===== config.mk =====
export PLATFORM = sky130hd
export DESIGN_NAME = time_bin_average_decimator_top
export DESIGN_NICKNAME = d
export VERILOG_FILES = /design/src/rtl/tbad_pkg.sv /design/src/rtl/tbad_front.sv /design/src/rtl/tbad_queue.sv /design/src/rtl/tbad_back.sv /design/src/rtl/time_bin_average_decimator_top.sv
export VERILOG_INCLUDE_DIRS = /design/src /design/src/rtl
export SDC_FILE = /design/constraint.sdc
export NUM_CORES = 2
export LEC_CHECK = 0
export BUFFER_PORTS_ARGS = -buffer_cell sky130_fd_sc_hd__buf_2
export CAP_MARGIN = 40
export CORE_ASPECT_RATIO = 0.6
export CORE_MARGIN = 4
export CORE_UTILIZATION = 40
export DETAILED_ROUTE_END_ITERATION = 10
export HOLD_SLACK_MARGIN = 0.08
export SYNTH_ARGS = -nofsm -noshare
export SYNTH_HDL_FRONTEND = slang
export SYNTH_SLANG_ARGS = --single-unit

===== constraint.sdc =====
create_clock -name clk -period 27.1 [get_ports clk]
set_clock_uncertainty 0.05 [all_clocks]
set_input_delay 4.065 -clock clk [delete_from_list [all_inputs] [get_ports clk]]
set_output_delay 4.065 -clock clk [all_outputs]
set_load 0.005 [all_outputs]

===== src/rtl/time_bin_average_decimator_top_defines.svh =====
// ----------------------------------------------------------------------------
// Time-bin average decimator: assertion macros
// Shared concurrent assertion forms for the decimator's RTL.
// ----------------------------------------------------------------------------
`ifndef TIME_BIN_AVERAGE_DECIMATOR_TOP_DEFINES_SVH
`define TIME_BIN_AVERAGE_DECIMATOR_TOP_DEFINES_SVH

// The consequent must hold in the same cycle as the antecedent.
`define TBAD_ASSERT_SAME(label, clk, rstn, ante, cons, msg) \
    label: assert property (@(posedge clk) disable iff (!rstn) (ante) |-> (cons)) \
        else $error(msg);

// The consequent must hold in the cycle after the antecedent.
`define TBAD_ASSERT_NEXT(label, clk, rstn, ante, cons, msg) \
    label: assert property (@(posedge clk) disable iff (!rstn) (ante) |=> (cons)) \
        else $error(msg);

`endif


===== src/rtl/tbad_pkg.sv =====
// ----------------------------------------------------------------------------
// Time-bin average decimator package
// Widths, the closed-bin record type and the queue control structures.
// ----------------------------------------------------------------------------
package tbad_pkg;

    localparam int COUNT_BITS = 16;
    localparam int TIME_BITS  = 48;

    localparam int IN_TIME_W  = 48;
    localparam int VALUE_W    = 32;
    localparam int START_W    = 49;
    localparam int END_W      = START_W + 1;
    localparam int TSUM_W     = 64;
    localparam int VSUM_W     = 48;
    localparam int WIDTH_W    = 32;
    localparam int SAMPLES_W  = 16;
    localparam logic [WIDTH_W-1:0] BIN_WIDTH_RESET = 32'd1000;

    localparam int DIV_STEPS  = TSUM_W;
    localparam int STEP_W     = $clog2(DIV_STEPS);

    localparam int QDEPTH     = 4;
    localparam int QPTR_W     = $clog2(QDEPTH);

    localparam int IN_DATA_W  = 80;
    localparam int OUT_DATA_W = 96;
    localparam int OUT_USER_W = 2;

    typedef logic [COUNT_BITS-1:0] count_t;

    // One closed bin waiting for its means.
    typedef struct packed {
        logic                     last;
        logic                     done;
        logic                     ovf;
        count_t                   cnt;
        logic signed [VSUM_W-1:0] vsum;
        logic [TSUM_W-1:0]        tsum;
    } bin_rec_t;

    typedef struct packed {
        logic     push_a;
        logic     push_b;
        bin_rec_t rec_a;
        bin_rec_t rec_b;
    } q_push_t;

    typedef struct packed {
        logic [QPTR_W:0] level;
        logic            empty;
        logic            room2;
    } q_stat_t;

    // Sample count clipped to the width of the bin_samples field.
    function automatic logic [SAMPLES_W-1:0] sat_samples(input count_t n);
        logic [31:0] w;
        begin
            w = 32'(n);
            return (w > 32'h0000_FFFF) ? 16'hFFFF : w[SAMPLES_W-1:0];
        end
    endfunction

endpackage


===== src/rtl/tbad_front.sv =====
// ----------------------------------------------------------------------------
// Time-bin average decimator: front end
// Accepts samples, keeps the open bin's sums and queues every closed bin.
// ----------------------------------------------------------------------------
module tbad_front
(
    input  logic                           clk,
    input  logic                           rst_n,
    input  logic                           cfg_wr_en,
    input  logic [tbad_pkg::WIDTH_W-1:0]   cfg_wr_data,
    input  logic                           in_valid,
    output logic                           in_ready,
    input  logic [tbad_pkg::IN_TIME_W-1:0] in_time,
    input  logic signed [tbad_pkg::VALUE_W-1:0] in_value,
    input  logic                           in_eot,
    input  tbad_pkg::q_stat_t              q_stat,
    output tbad_pkg::q_push_t              q_push
);
    import tbad_pkg::*;

    logic [WIDTH_W-1:0]        bin_width_reg;
    logic [START_W-1:0]        bin_start_reg, bin_start_next;
    logic [TSUM_W-1:0]         time_sum_reg, time_sum_next;
    logic signed [VSUM_W-1:0]  value_sum_reg, value_sum_next;
    count_t                    count_reg, count_next;
    logic                      ovf_reg, ovf_next;
    logic                      open_reg, open_next;
    logic                      accept;

    assign in_ready = q_stat.room2;
    assign accept   = in_valid && q_stat.room2;

    always_comb
    begin
        logic [TIME_BITS-1:0]      t;
        logic [START_W-1:0]        bs;
        logic [TSUM_W-1:0]         ts;
        logic signed [VSUM_W-1:0]  vs;
        count_t                    cnt;
        logic                      ovf;
        logic [END_W-1:0]          bin_end;
        logic                      in_bin;
        logic [TSUM_W:0]           tadd;
        logic signed [VSUM_W:0]    vadd;
        logic                      drop;

        t       = in_time[TIME_BITS-1:0];
        bs      = open_reg ? bin_start_reg : START_W'(t);
        ts      = open_reg ? time_sum_reg : '0;
        vs      = open_reg ? value_sum_reg : '0;
        cnt     = open_reg ? count_reg : '0;
        ovf     = open_reg ? ovf_reg : 1'b0;
        bin_end = {1'b0, bs} + END_W'(bin_width_reg);
        in_bin  = END_W'(t) < bin_end;
        tadd    = {1'b0, ts} + (TSUM_W + 1)'(t);
        vadd    = {vs[VSUM_W-1], vs} + (VSUM_W + 1)'(in_value);
        drop    = (cnt == '1) || tadd[TSUM_W] || (vadd[VSUM_W] != vadd[VSUM_W-1]);

        q_push.push_a     = 1'b0;
        q_push.rec_a.last = 1'b0;
        q_push.rec_a.done = 1'b0;
        q_push.rec_a.ovf  = ovf;
        q_push.rec_a.cnt  = cnt;
        q_push.rec_a.vsum = vs;
        q_push.rec_a.tsum = ts;

        if (in_bin)
        begin
            if (drop)
            begin
                ovf = 1'b1;
            end
            else
            begin
                ts  = tadd[TSUM_W-1:0];
                vs  = vadd[VSUM_W-1:0];
                cnt = cnt + count_t'(1);
            end
        end
        else
        begin
            q_push.push_a = (cnt != '0);
            bs  = bs + START_W'(bin_width_reg);
            ts  = TSUM_W'(t);
            vs  = VSUM_W'(in_value);
            cnt = count_t'(1);
            ovf = 1'b0;
        end

        q_push.push_b     = in_eot && (cnt != '0);
        q_push.rec_b.last = 1'b1;
        q_push.rec_b.done = 1'b1;
        q_push.rec_b.ovf  = ovf;
        q_push.rec_b.cnt  = cnt;
        q_push.rec_b.vsum = vs;
        q_push.rec_b.tsum = ts;
        q_push.rec_a.last = !q_push.push_b;

        if (!accept)
        begin
            q_push.push_a = 1'b0;
            q_push.push_b = 1'b0;
        end

        if (in_eot)
        begin
            bin_start_next = '0;
            time_sum_next  = '0;
            value_sum_next = '0;
            count_next     = '0;
            ovf_next       = 1'b0;
            open_next      = 1'b0;
        end
        else
        begin
            bin_start_next = bs;
            time_sum_next  = ts;
            value_sum_next = vs;
            count_next     = cnt;
            ovf_next       = ovf;
            open_next      = 1'b1;
        end
    end

    always_ff @(posedge clk or negedge rst_n)
    begin
        if (!rst_n)
        begin
            bin_width_reg <= BIN_WIDTH_RESET;
            bin_start_reg <= '0;
            time_sum_reg  <= '0;
            value_sum_reg <= '0;
            count_reg     <= '0;
            ovf_reg       <= 1'b0;
            open_reg      <= 1'b0;
        end
        else
        begin
            if (cfg_wr_en)
            begin
                bin_width_reg <= cfg_wr_data;
            end
            if (accept)
            begin
                bin_start_reg <= bin_start_next;
                time_sum_reg  <= time_sum_next;
                value_sum_reg <= value_sum_next;
                count_reg     <= count_next;
                ovf_reg       <= ovf_next;
                open_reg      <= open_next;
            end
        end
    end

endmodule


===== src/rtl/tbad_queue.sv =====
// ----------------------------------------------------------------------------
// Time-bin average decimator: bin queue
// Short queue of closed bins, two writes and one read per cycle.
// ----------------------------------------------------------------------------
module tbad_queue
(
    input  logic               clk,
    input  logic               rst_n,
    input  tbad_pkg::q_push_t  q_push,
    input  logic               pop,
    output tbad_pkg::bin_rec_t rd_rec,
    output tbad_pkg::q_stat_t  q_stat
);
    import tbad_pkg::*;

    bin_rec_t          mem [QDEPTH];
    logic [QPTR_W-1:0] wr_ptr_reg, wr_ptr_next;
    logic [QPTR_W-1:0] rd_ptr_reg;
    logic [QPTR_W:0]   level_reg, level_next;
    logic [1:0]        n_push;
    bin_rec_t          slot0;

    assign n_push = 2'(q_push.push_a) + 2'(q_push.push_b);
    assign slot0  = q_push.push_a ? q_push.rec_a : q_push.rec_b;

    assign wr_ptr_next = wr_ptr_reg + QPTR_W'(n_push);
    assign level_next  = level_reg + (QPTR_W + 1)'(n_push) - (QPTR_W + 1)'(pop);

    assign rd_rec       = mem[rd_ptr_reg];
    assign q_stat.level = level_reg;
    assign q_stat.empty = (level_reg == '0);
    assign q_stat.room2 = (level_reg <= (QPTR_W + 1)'(QDEPTH - 2));

    always_ff @(posedge clk)
    begin
        if (n_push != 2'd0)
        begin
            mem[wr_ptr_reg] <= slot0;
        end
        if (n_push == 2'd2)
        begin
            mem[wr_ptr_reg + QPTR_W'(1)] <= q_push.rec_b;
        end
    end

    always_ff @(posedge clk or negedge rst_n)
    begin
        if (!rst_n)
        begin
            wr_ptr_reg <= '0;
            rd_ptr_reg <= '0;
            level_reg  <= '0;
        end
        else
        begin
            wr_ptr_reg <= wr_ptr_next;
            level_reg  <= level_next;
            if (pop)
            begin
                rd_ptr_reg <= rd_ptr_reg + QPTR_W'(1);
            end
        end
    end

endmodule


===== src/rtl/tbad_back.sv =====
// ----------------------------------------------------------------------------
// Time-bin average decimator: back end
// Divides a closed bin's sums by its count, one quotient bit a cycle.
// ----------------------------------------------------------------------------
module tbad_back
(
    input  logic                            clk,
    input  logic                            rst_n,
    input  tbad_pkg::bin_rec_t              rd_rec,
    input  logic                            q_empty,
    output logic                            pop,
    output logic                            out_valid,
    input  logic                            out_ready,
    output logic [tbad_pkg::OUT_DATA_W-1:0] out_data,
    output logic [tbad_pkg::OUT_USER_W-1:0] out_user,
    output logic                            out_last
);
    import tbad_pkg::*;

    localparam logic [1:0] ST_IDLE = 2'd0;
    localparam logic [1:0] ST_DIV  = 2'd1;
    localparam logic [1:0] ST_DONE = 2'd2;

    logic [1:0]            state_reg, state_next;
    logic [STEP_W-1:0]     step_reg;
    logic [TSUM_W-1:0]     tq_reg, tq_next;
    logic [TSUM_W-1:0]     vq_reg, vq_next;
    count_t                trem_reg, trem_next;
    count_t                vrem_reg, vrem_next;
    count_t                den_reg;
    logic                  neg_reg, ovf_reg, last_reg, done_reg;
    logic                  out_valid_reg;
    logic [OUT_DATA_W-1:0] out_data_reg;
    logic [OUT_USER_W-1:0] out_user_reg;
    logic                  out_last_reg;
    logic                  load_out;
    logic [VALUE_W-1:0]    vq_low;
    logic [VALUE_W-1:0]    avg_value;
    logic [VSUM_W-1:0]     mag;

    assign pop      = (state_reg == ST_IDLE) && !q_empty;
    assign load_out = (state_reg == ST_DONE) && (!out_valid_reg || out_ready);
    assign mag      = rd_rec.vsum[VSUM_W-1] ? (VSUM_W'(0) - rd_rec.vsum) : rd_rec.vsum;
    assign vq_low   = vq_reg[VALUE_W-1:0];
    assign avg_value = neg_reg ? (VALUE_W'(0) - vq_low) : vq_low;

    // Restoring division step for both quotients against the same count.
    always_comb
    begin
        logic [COUNT_BITS:0] tsh;
        logic [COUNT_BITS:0] vsh;
        logic                tge;
        logic                vge;

        tsh       = {trem_reg, tq_reg[TSUM_W-1]};
        vsh       = {vrem_reg, vq_reg[TSUM_W-1]};
        tge       = tsh >= {1'b0, den_reg};
        vge       = vsh >= {1'b0, den_reg};
        trem_next = tge ? COUNT_BITS'(tsh - {1'b0, den_reg}) : tsh[COUNT_BITS-1:0];
        vrem_next = vge ? COUNT_BITS'(vsh - {1'b0, den_reg}) : vsh[COUNT_BITS-1:0];
        tq_next   = {tq_reg[TSUM_W-2:0], tge};
        vq_next   = {vq_reg[TSUM_W-2:0], vge};
    end

    always_comb
    begin
        state_next = state_reg;
        unique case (state_reg)
            ST_IDLE:
            begin
                if (!q_empty)
                begin
                    state_next = ST_DIV;
                end
            end
            ST_DIV:
            begin
                if (step_reg == STEP_W'(DIV_STEPS - 1))
                begin
                    state_next = ST_DONE;
                end
            end
            ST_DONE:
            begin
                if (load_out)
                begin
                    state_next = ST_IDLE;
                end
            end
            default:
            begin
                state_next = ST_IDLE;
            end
        endcase
    end

    always_ff @(posedge clk)
    begin
        if (pop)
        begin
            tq_reg   <= rd_rec.tsum;
            vq_reg   <= TSUM_W'(mag);
            trem_reg <= '0;
            vrem_reg <= '0;
            den_reg  <= rd_rec.cnt;
            neg_reg  <= rd_rec.vsum[VSUM_W-1];
            ovf_reg  <= rd_rec.ovf;
            last_reg <= rd_rec.last;
            done_reg <= rd_rec.done;
        end
        else if (state_reg == ST_DIV)
        begin
            tq_reg   <= tq_next;
            vq_reg   <= vq_next;
            trem_reg <= trem_next;
            vrem_reg <= vrem_next;
        end
        if (load_out)
        begin
            out_data_reg <= {sat_samples(den_reg), avg_value, tq_reg[IN_TIME_W-1:0]};
            out_user_reg <= {done_reg, ovf_reg};
            out_last_reg <= last_reg;
        end
    end

    always_ff @(posedge clk or negedge rst_n)
    begin
        if (!rst_n)
        begin
            state_reg     <= ST_IDLE;
            step_reg      <= '0;
            out_valid_reg <= 1'b0;
        end
        else
        begin
            state_reg <= state_next;
            if (pop)
            begin
                step_reg <= '0;
            end
            else if (state_reg == ST_DIV)
            begin
                step_reg <= step_reg + STEP_W'(1);
            end
            if (load_out)
            begin
                out_valid_reg <= 1'b1;
            end
            else if (out_ready)
            begin
                out_valid_reg <= 1'b0;
            end
        end
    end

    assign out_valid = out_valid_reg;
    assign out_data  = out_data_reg;
    assign out_user  = out_user_reg;
    assign out_last  = out_last_reg;

endmodule


===== src/rtl/time_bin_average_decimator_top.sv =====
// ----------------------------------------------------------------------------
// Time-bin average decimator, top level
// Averages a track of timestamped samples over fixed-width time bins.
// ----------------------------------------------------------------------------
// Samples enter on the s_axis stream, one beat per sample; tlast marks the
// last sample of a track and closes it. Each closed bin leaves on m_axis as
// one beat carrying its mean time, mean value and sample count; tlast marks
// the last result caused by one input beat, tuser flags dropped samples and
// the final bin of a track. A sample causes none, one or two results. The
// user writes the bin width through cfg_wr_en and cfg_wr_data, only while
// idle; the block itself does not enforce this.
// The front end takes one sample a cycle as long as the four-entry bin queue
// has room for two records. The back end works through the queue with a
// radix-2 divider of 64 steps; for each result it takes the record from the
// queue, runs the 64 divide steps and loads the output register. It takes
// the next record from the queue only once the last result has been loaded.
// A stalled receiver holds the output register; the divider and then the
// queue fill, after which s_axis tready falls. Reset clears all control
// state, closes any open track and loads a bin width of 1000; no clearing
// pass is needed.
// ----------------------------------------------------------------------------
`include "time_bin_average_decimator_top_defines.svh"

module time_bin_average_decimator_top
(
    input  logic                              clk,
    input  logic                              rst_n,
    input  logic                              cfg_wr_en,
    input  logic [tbad_pkg::WIDTH_W-1:0]      cfg_wr_data,     // bin_width
    input  logic                              s_axis_tvalid,
    output logic                              s_axis_tready,
    input  logic [tbad_pkg::IN_DATA_W-1:0]    s_axis_tdata,    // sample_time, sample_value
    input  logic                              s_axis_tlast,    // end_of_track
    output logic                              m_axis_tvalid,
    input  logic                              m_axis_tready,
    output logic [tbad_pkg::OUT_DATA_W-1:0]   m_axis_tdata,    // avg_time, avg_value, bin_samples
    output logic [tbad_pkg::OUT_USER_W-1:0]   m_axis_tuser,    // count_saturated, track_done
    output logic                              m_axis_tlast     // last_of_run
);
    import tbad_pkg::*;

    q_push_t  q_push;
    q_stat_t  q_stat;
    bin_rec_t rd_rec;
    logic     pop;

    // The front end owns the bin width register and the open bin's sums.
    tbad_front u_front
    (
        .clk         (clk),
        .rst_n       (rst_n),
        .cfg_wr_en   (cfg_wr_en),
        .cfg_wr_data (cfg_wr_data),
        .in_valid    (s_axis_tvalid),
        .in_ready    (s_axis_tready),
        .in_time     (s_axis_tdata[IN_TIME_W-1:0]),
        .in_value    (s_axis_tdata[IN_TIME_W+VALUE_W-1:IN_TIME_W]),
        .in_eot      (s_axis_tlast),
        .q_stat      (q_stat),
        .q_push      (q_push)
    );

    // Closed bins wait here so that accumulation waits on division only once the queue is short of room.
    tbad_queue u_queue
    (
        .clk    (clk),
        .rst_n  (rst_n),
        .q_push (q_push),
        .pop    (pop),
        .rd_rec (rd_rec),
        .q_stat (q_stat)
    );

    // The back end forms the means and drives the result beat.
    tbad_back u_back
    (
        .clk       (clk),
        .rst_n     (rst_n),
        .rd_rec    (rd_rec),
        .q_empty   (q_stat.empty),
        .pop       (pop),
        .out_valid (m_axis_tvalid),
        .out_ready (m_axis_tready),
        .out_data  (m_axis_tdata),
        .out_user  (m_axis_tuser),
        .out_last  (m_axis_tlast)
    );

    // A track's end always closes a bin that holds at least one sample.
    `TBAD_ASSERT_SAME(a_eot_emits, clk, rst_n, s_axis_tvalid && s_axis_tready && s_axis_tlast, q_push.push_b, "end of track closed no bin")

    // In the cycle after, the queue is not empty or the back end is not popping.
    `TBAD_ASSERT_NEXT(a_eot_queued, clk, rst_n, s_axis_tvalid && s_axis_tready && s_axis_tlast, !q_stat.empty || pop == 1'b0, "closed bin missing from queue")

    // The queue never holds more records than it has entries.
    `TBAD_ASSERT_SAME(a_queue_bound, clk, rst_n, 1'b1, q_stat.level <= (QPTR_W + 1)'(QDEPTH), "bin queue overflow")

    // The final bin of a track is always the last result of its beat.
    `TBAD_ASSERT_SAME(a_done_last, clk, rst_n, m_axis_tvalid && m_axis_tuser[1], m_axis_tlast, "track end without tlast")

endmodule


# Word-level counts from Yosys, hierarchy flattened
# Memories as Yosys holds them, arrays and structs flattened.
# Index checks and enable logic that the tools add are counted.
# W data, S select, Z words.
totals:
  ram_bits: 524
  inputBits: 118
  elab_cells: 117
  output_inout_bits: 101
  n_memories: 1
  register_bits: 506
classes:
  muxes: 43
  order_cmp: 4
  n_eq_ne: 9
  n_addsub: 16
  reduce_logical: 18
mem_list:
  columns: ["memory", "depth", "width", "read_ports", "rd_ports_with_merged_regs", "wr", "line_no", "text"]
  rows:
  - ["u_queue.mem", 4, 131, 1, 0, 2, "tbad_queue.sv:16", "bin_rec_t mem [QDEPTH];"]
op_table:
  columns: ["operator", "n"]
  rows:
  - ["$mux W64", 6]
  - ["$mux W48", 7]
  - ["$mux W49", 3]
  - ["$mux W131", 1]
  - ["$mux W16", 6]
  - ["$add A64 B48 Y65", 1]
  - ["$add A49 B32 Y50", 1]
  - ["$lt A48 B50 Y1", 1]
  - ["$add A48 B32 Y49", 1]
  - ["$add A49 B32 Y49", 1]
  - ["$sub A1 B48 Y48 const A", 1]
  - ["$ge A17 B16 Y1", 2]
  - ["$mux W32", 1]
  - ["$reduce_bool A16 Y1", 2]
  - ["$sub A1 B32 Y32 const A", 1]
  - ["$sub A16 B16 Y16", 2]
  - ["$add A16 B1 Y16 const B", 1]
  - ["$eq A16 B16 Y1 const B", 1]
  - ["$mux W1", 12]
  - ["$mux W6", 2]
  - ["$mux W2", 4]
  - ["$add A6 B1 Y6 const B", 1]
  - ["$eq A6 B6 Y1 const B", 1]
  - ["$pmux W2 S3", 1]
  - ["other kinds (18)", 30]

# Depth between registers and ports, before layout
logic_depth:
  depth_word: 13
  mapped_depth: 44
  depth_no_buf: 35

# Hierarchy
# A second synthesis with hierarchy kept.
hier_totals:
  hier_cells: 5917
  area_unflattened_um2: 63076.7
by_module_without_submodules:
  columns: ["module", "cells_each", "seq_area_each_um2", "n_inst", "area_each_um2"]
  rows:
  - ["tbad_queue", 1954, 15910.3, 1, 27685.3]
  - ["tbad_front", 2699, 5287.6, 1, 21763.4]
  - ["tbad_back", 1264, 8122.8, 1, 13628.1]

# Least setup slack after synthesis
# Ideal clock, no wire load.
synth_path:
  kind: "input -> register"
  startpoint: "in s_axis_tdata[7] (netlist name)"
  endpoint: "mem u_queue.mem[2][55] (netlist name), data pin"
  path_buffers: 4
  cell_stages: 32
  required_ns: 26.847
  slack_ns: 13.652
  arrival_ns: 13.196
  setup_time_ns: 0.203
  cell_sequence: "mux2_2 -> ha_1 -> and3_1 -> a221oi_1 -> o21ai_0 -> o2111a_1 -> o31ai_1 -> nand2_1 -> a221oi_1 -> nor2b_1 -> o21a_1 -> or3_1 -> nand2_1 -> ha_1 -> a21o_1 -> a21o_1 -> a21oi_1 -> nand4_1 -> nand3_1 -> a21o_1 -> clkbuf_1 -> clkbuf_1 -> a32o_1 -> o311ai_1 -> ha_1 -> or3b_2 -> clkbuf_1 -> and2_1 -> clkbuf_1 -> inv_1 -> nand2_1 -> o311ai_0"
synth_rtl:
  columns: ["element", "line_no", "text"]
  rows:
  - ["start, declared", "time_bin_average_decimator_top.sv:32", "input logic [tbad_pkg::IN_DATA_W-1:0] s_axis_tdata,"]
  - ["end, declared", "tbad_queue.sv:16", null]

==> flow_metrics.tcl <==
set metrics [dict create \
    fill_cells 13700 \
    regArea_um2 29300 \
    area_delta_synth_final_pct 11.5 \
    ys_ff_latch 1030 \
    syn_avg_cell_area_um2 10.4 \
    synth_seq_area_share_pct 49.8 \
    cts_resized 0 \
    power.density_nw_per_um2 96.1 \
    setup_viol_count_final 0 \
    synthArstFlopShare_pct 22.0 \
    yosysTopAreaCellShare_pct 38.2 \
    largest_register_ff_count 524 \
    final_cell_mix "801 x nand2_1, 747 x edfxtp_1, 512 x o21ai_0" \
    maxCapViolations 0 \
    crit_fanout 57 \
    hpwlAfterDp_um 131000 \
    hold_path_class "flop to flop" \
    drive_gt1_share_pct 13.2 \
    synth_warnings 0 \
    min_path_cells 0 \
    routed_via_density 6.18 \
    end_kind "flop" \
    clockBufferDepth 3 \
    start_kind "input pin" \
    core_area_um2 145000 \
    final.setup.tns_ns 0 \
    post_cts_buffers 0 \
    detail_route.wl_per_cell_um 25.6 \
    critical_path_buf_inv_count 7 \
    numCtsBuffers 104 \
    worst_pin_slew_ns 1.05 \
    relSlewSlack_pct 30.2 \
    drtIter0Drc 6757 \
    hold_violations 0 \
    ys.flop_type "edfxtp_1" \
    drc_errors 0 \
    period_needed_ns 13.57 \
    io_pins 219 \
    irDropWorstVdd_mv 0.0974 \
    cts_sinks 1030 \
    synth_area_leaders "edfxtp_1 38%, dfrtp_1 9.4%, nand2_1 5.2%" \
    drt_wl_total_um 198000 \
    grt_remaining_overflow 0 \
    clk_pin_slew_ns 0.07 \
    ys_types 95 \
    io_buffers 218 \
    rows 108 \
    syn-num-nets 5982 \
    yosys.area.top_type "edfxtp_1" \
    cp_top_family "compound AO/OA/AOI/OAI gates" \
    grt_pass1_vias 45500 \
    cts_tree "built" \
    vias 47600 \
    required_ns 27.59 \
    r2r-start "u_front.open_reg" \
    status "finished clean" \
    fp.dieW_um 502 \
    cpMaxStageDelayCell "buf_4" \
    synthesis.instances 5640 \
    ant_nets 0 \
    layout.nets 6030 \
    worstSetupPathType "input pin to flop" \
    synthesis.area_um2 58700 \
    fmax_ghz 0.0737 \
    initial_utilization_pct 40.4 \
    grt_max_degree 143 \
    hold_start "u_back.tq_reg[35]" \
    drtPass1Iterations 6 \
    grt_pass1_wl_um 297000 \
    dieArea_um2 153000 \
    synth_edf_count 747 \
    gp_congestion 0.934 \
    whs_endpoint "u_back.out_data[35]" \
    antenna_found_initial 14 \
    slew_violations 0 \
    cts_hold_buf 0 \
    fin_crit_sh_pct 50.1 \
    cts_root_buffer "clkbuf_16" \
    leakagePower_nw 25.1 \
    multiInputGateArea_um2 27400 \
    r2r-end "u_queue.mem[2][55]" \
    r2r_cells 27 \
    cts.htree.levels 3 \
    clock_latency_ns 0.76 \
    final_util_pct 45.1 \
    final_common_cell "nand2_1" \
    grt_setup_unrepaired "false" \
    globalRouteTotalUtil_pct 25.3 \
    fp.dieH_um 305 \
    crit_arrival_ns 14.07 \
    r2r_setup_slack_ns 14.90 \
    critPathMaxStageDelay_ns 0.78 \
]
report_power, final:
part / total, mW / internal, mW / switching [mW]
Combinational: 2.79 / 0.916 / 1.88
Clock: 1.48 / 0.799 / 0.679
Sequential: 2.01 / 1.90 / 0.108
Total: 6.28 / 3.62 / 2.66
worst max path at each step:
stage	start	end	slack, ns	cells past startpoint
after global routing	s_axis_tdata[1]	u_queue.mem[2][63]	12.96	34
after floorplan	s_axis_tdata[7]	u_queue.mem[2][55]	13.65	32
after CTS	s_axis_tdata[12]	u_queue.mem[2][63]	13.85	34
after detailed placement	s_axis_tdata[12]	u_queue.mem[2][55]	13.07	33
final	s_axis_tdata[1]	u_queue.mem[2][55]	13.53	33
after global placement	s_axis_tdata[7]	u_queue.mem[2][63]	13.11	32
per-layer routing:
layer | wire length [um] | track usage [%] | vias up
met1 | 90900 | 39.6 | 23400
met3 | 21700 | 5.95 | 289
met5 | 0 | 0 | -
met4 | 4240 | 5.47 | 0
met2 | 80600 | 35.1 | 2626
li1 | - | - | 21300
synth_stat cells, drive strengths merged (169+ instances only):
| master | instances |
|---|---|
| clkbuf | 295 |
| ha | 218 |
| dfrtp | 221 |
| inv | 207 |
| o22ai | 385 |
| nor2 | 223 |
| a21oi | 310 |
| o21ai | 519 |
| nand3 | 169 |
| nand2 | 807 |
| edfxtp | 747 |
| xnor2 | 169 |
area by class of cell:
type	count	share of cell area (%)
sequential	1030	44.7
multi-input combinational	4027	41.9
clock buffer	138	4.31
tap	1925	3.68
timing repair buffer	318	3.26
inverter	207	1.23
clock inverter	60	0.888
antenna	4	0.0153
logic make-up after synthesis:
family | count (synthesis) | share of synthesized area, %
AOI/OAI and AO/OA | 1711 | 18.0
xor gates and xnor gates | 259 | 3.87
adders and majority gates | 224 | 4.85
buffers and inverters | 583 | 3.86
DFF | 1030 | 49.8
muxes | 280 | 7.71
and+or+nand+nor | 1553 | 11.9
metrics by stage:
step                      hold WS [ns]  cell area, um^2  total power, mW  worst slack, ns  std cells
after detailed placement         0.385            62000             4.75            13.07       7507
after CTS                        0.389            65400             6.23            13.85       7705
after floorplan                  0.350            58700             3.91            13.65       5640
final                            0.390            65400             6.28            13.53       7709
after global placement           0.384            61500             4.69            13.11       7472
after global routing             0.408            65400             6.63            12.96       7708
Power figures use the tool's default switching activity.
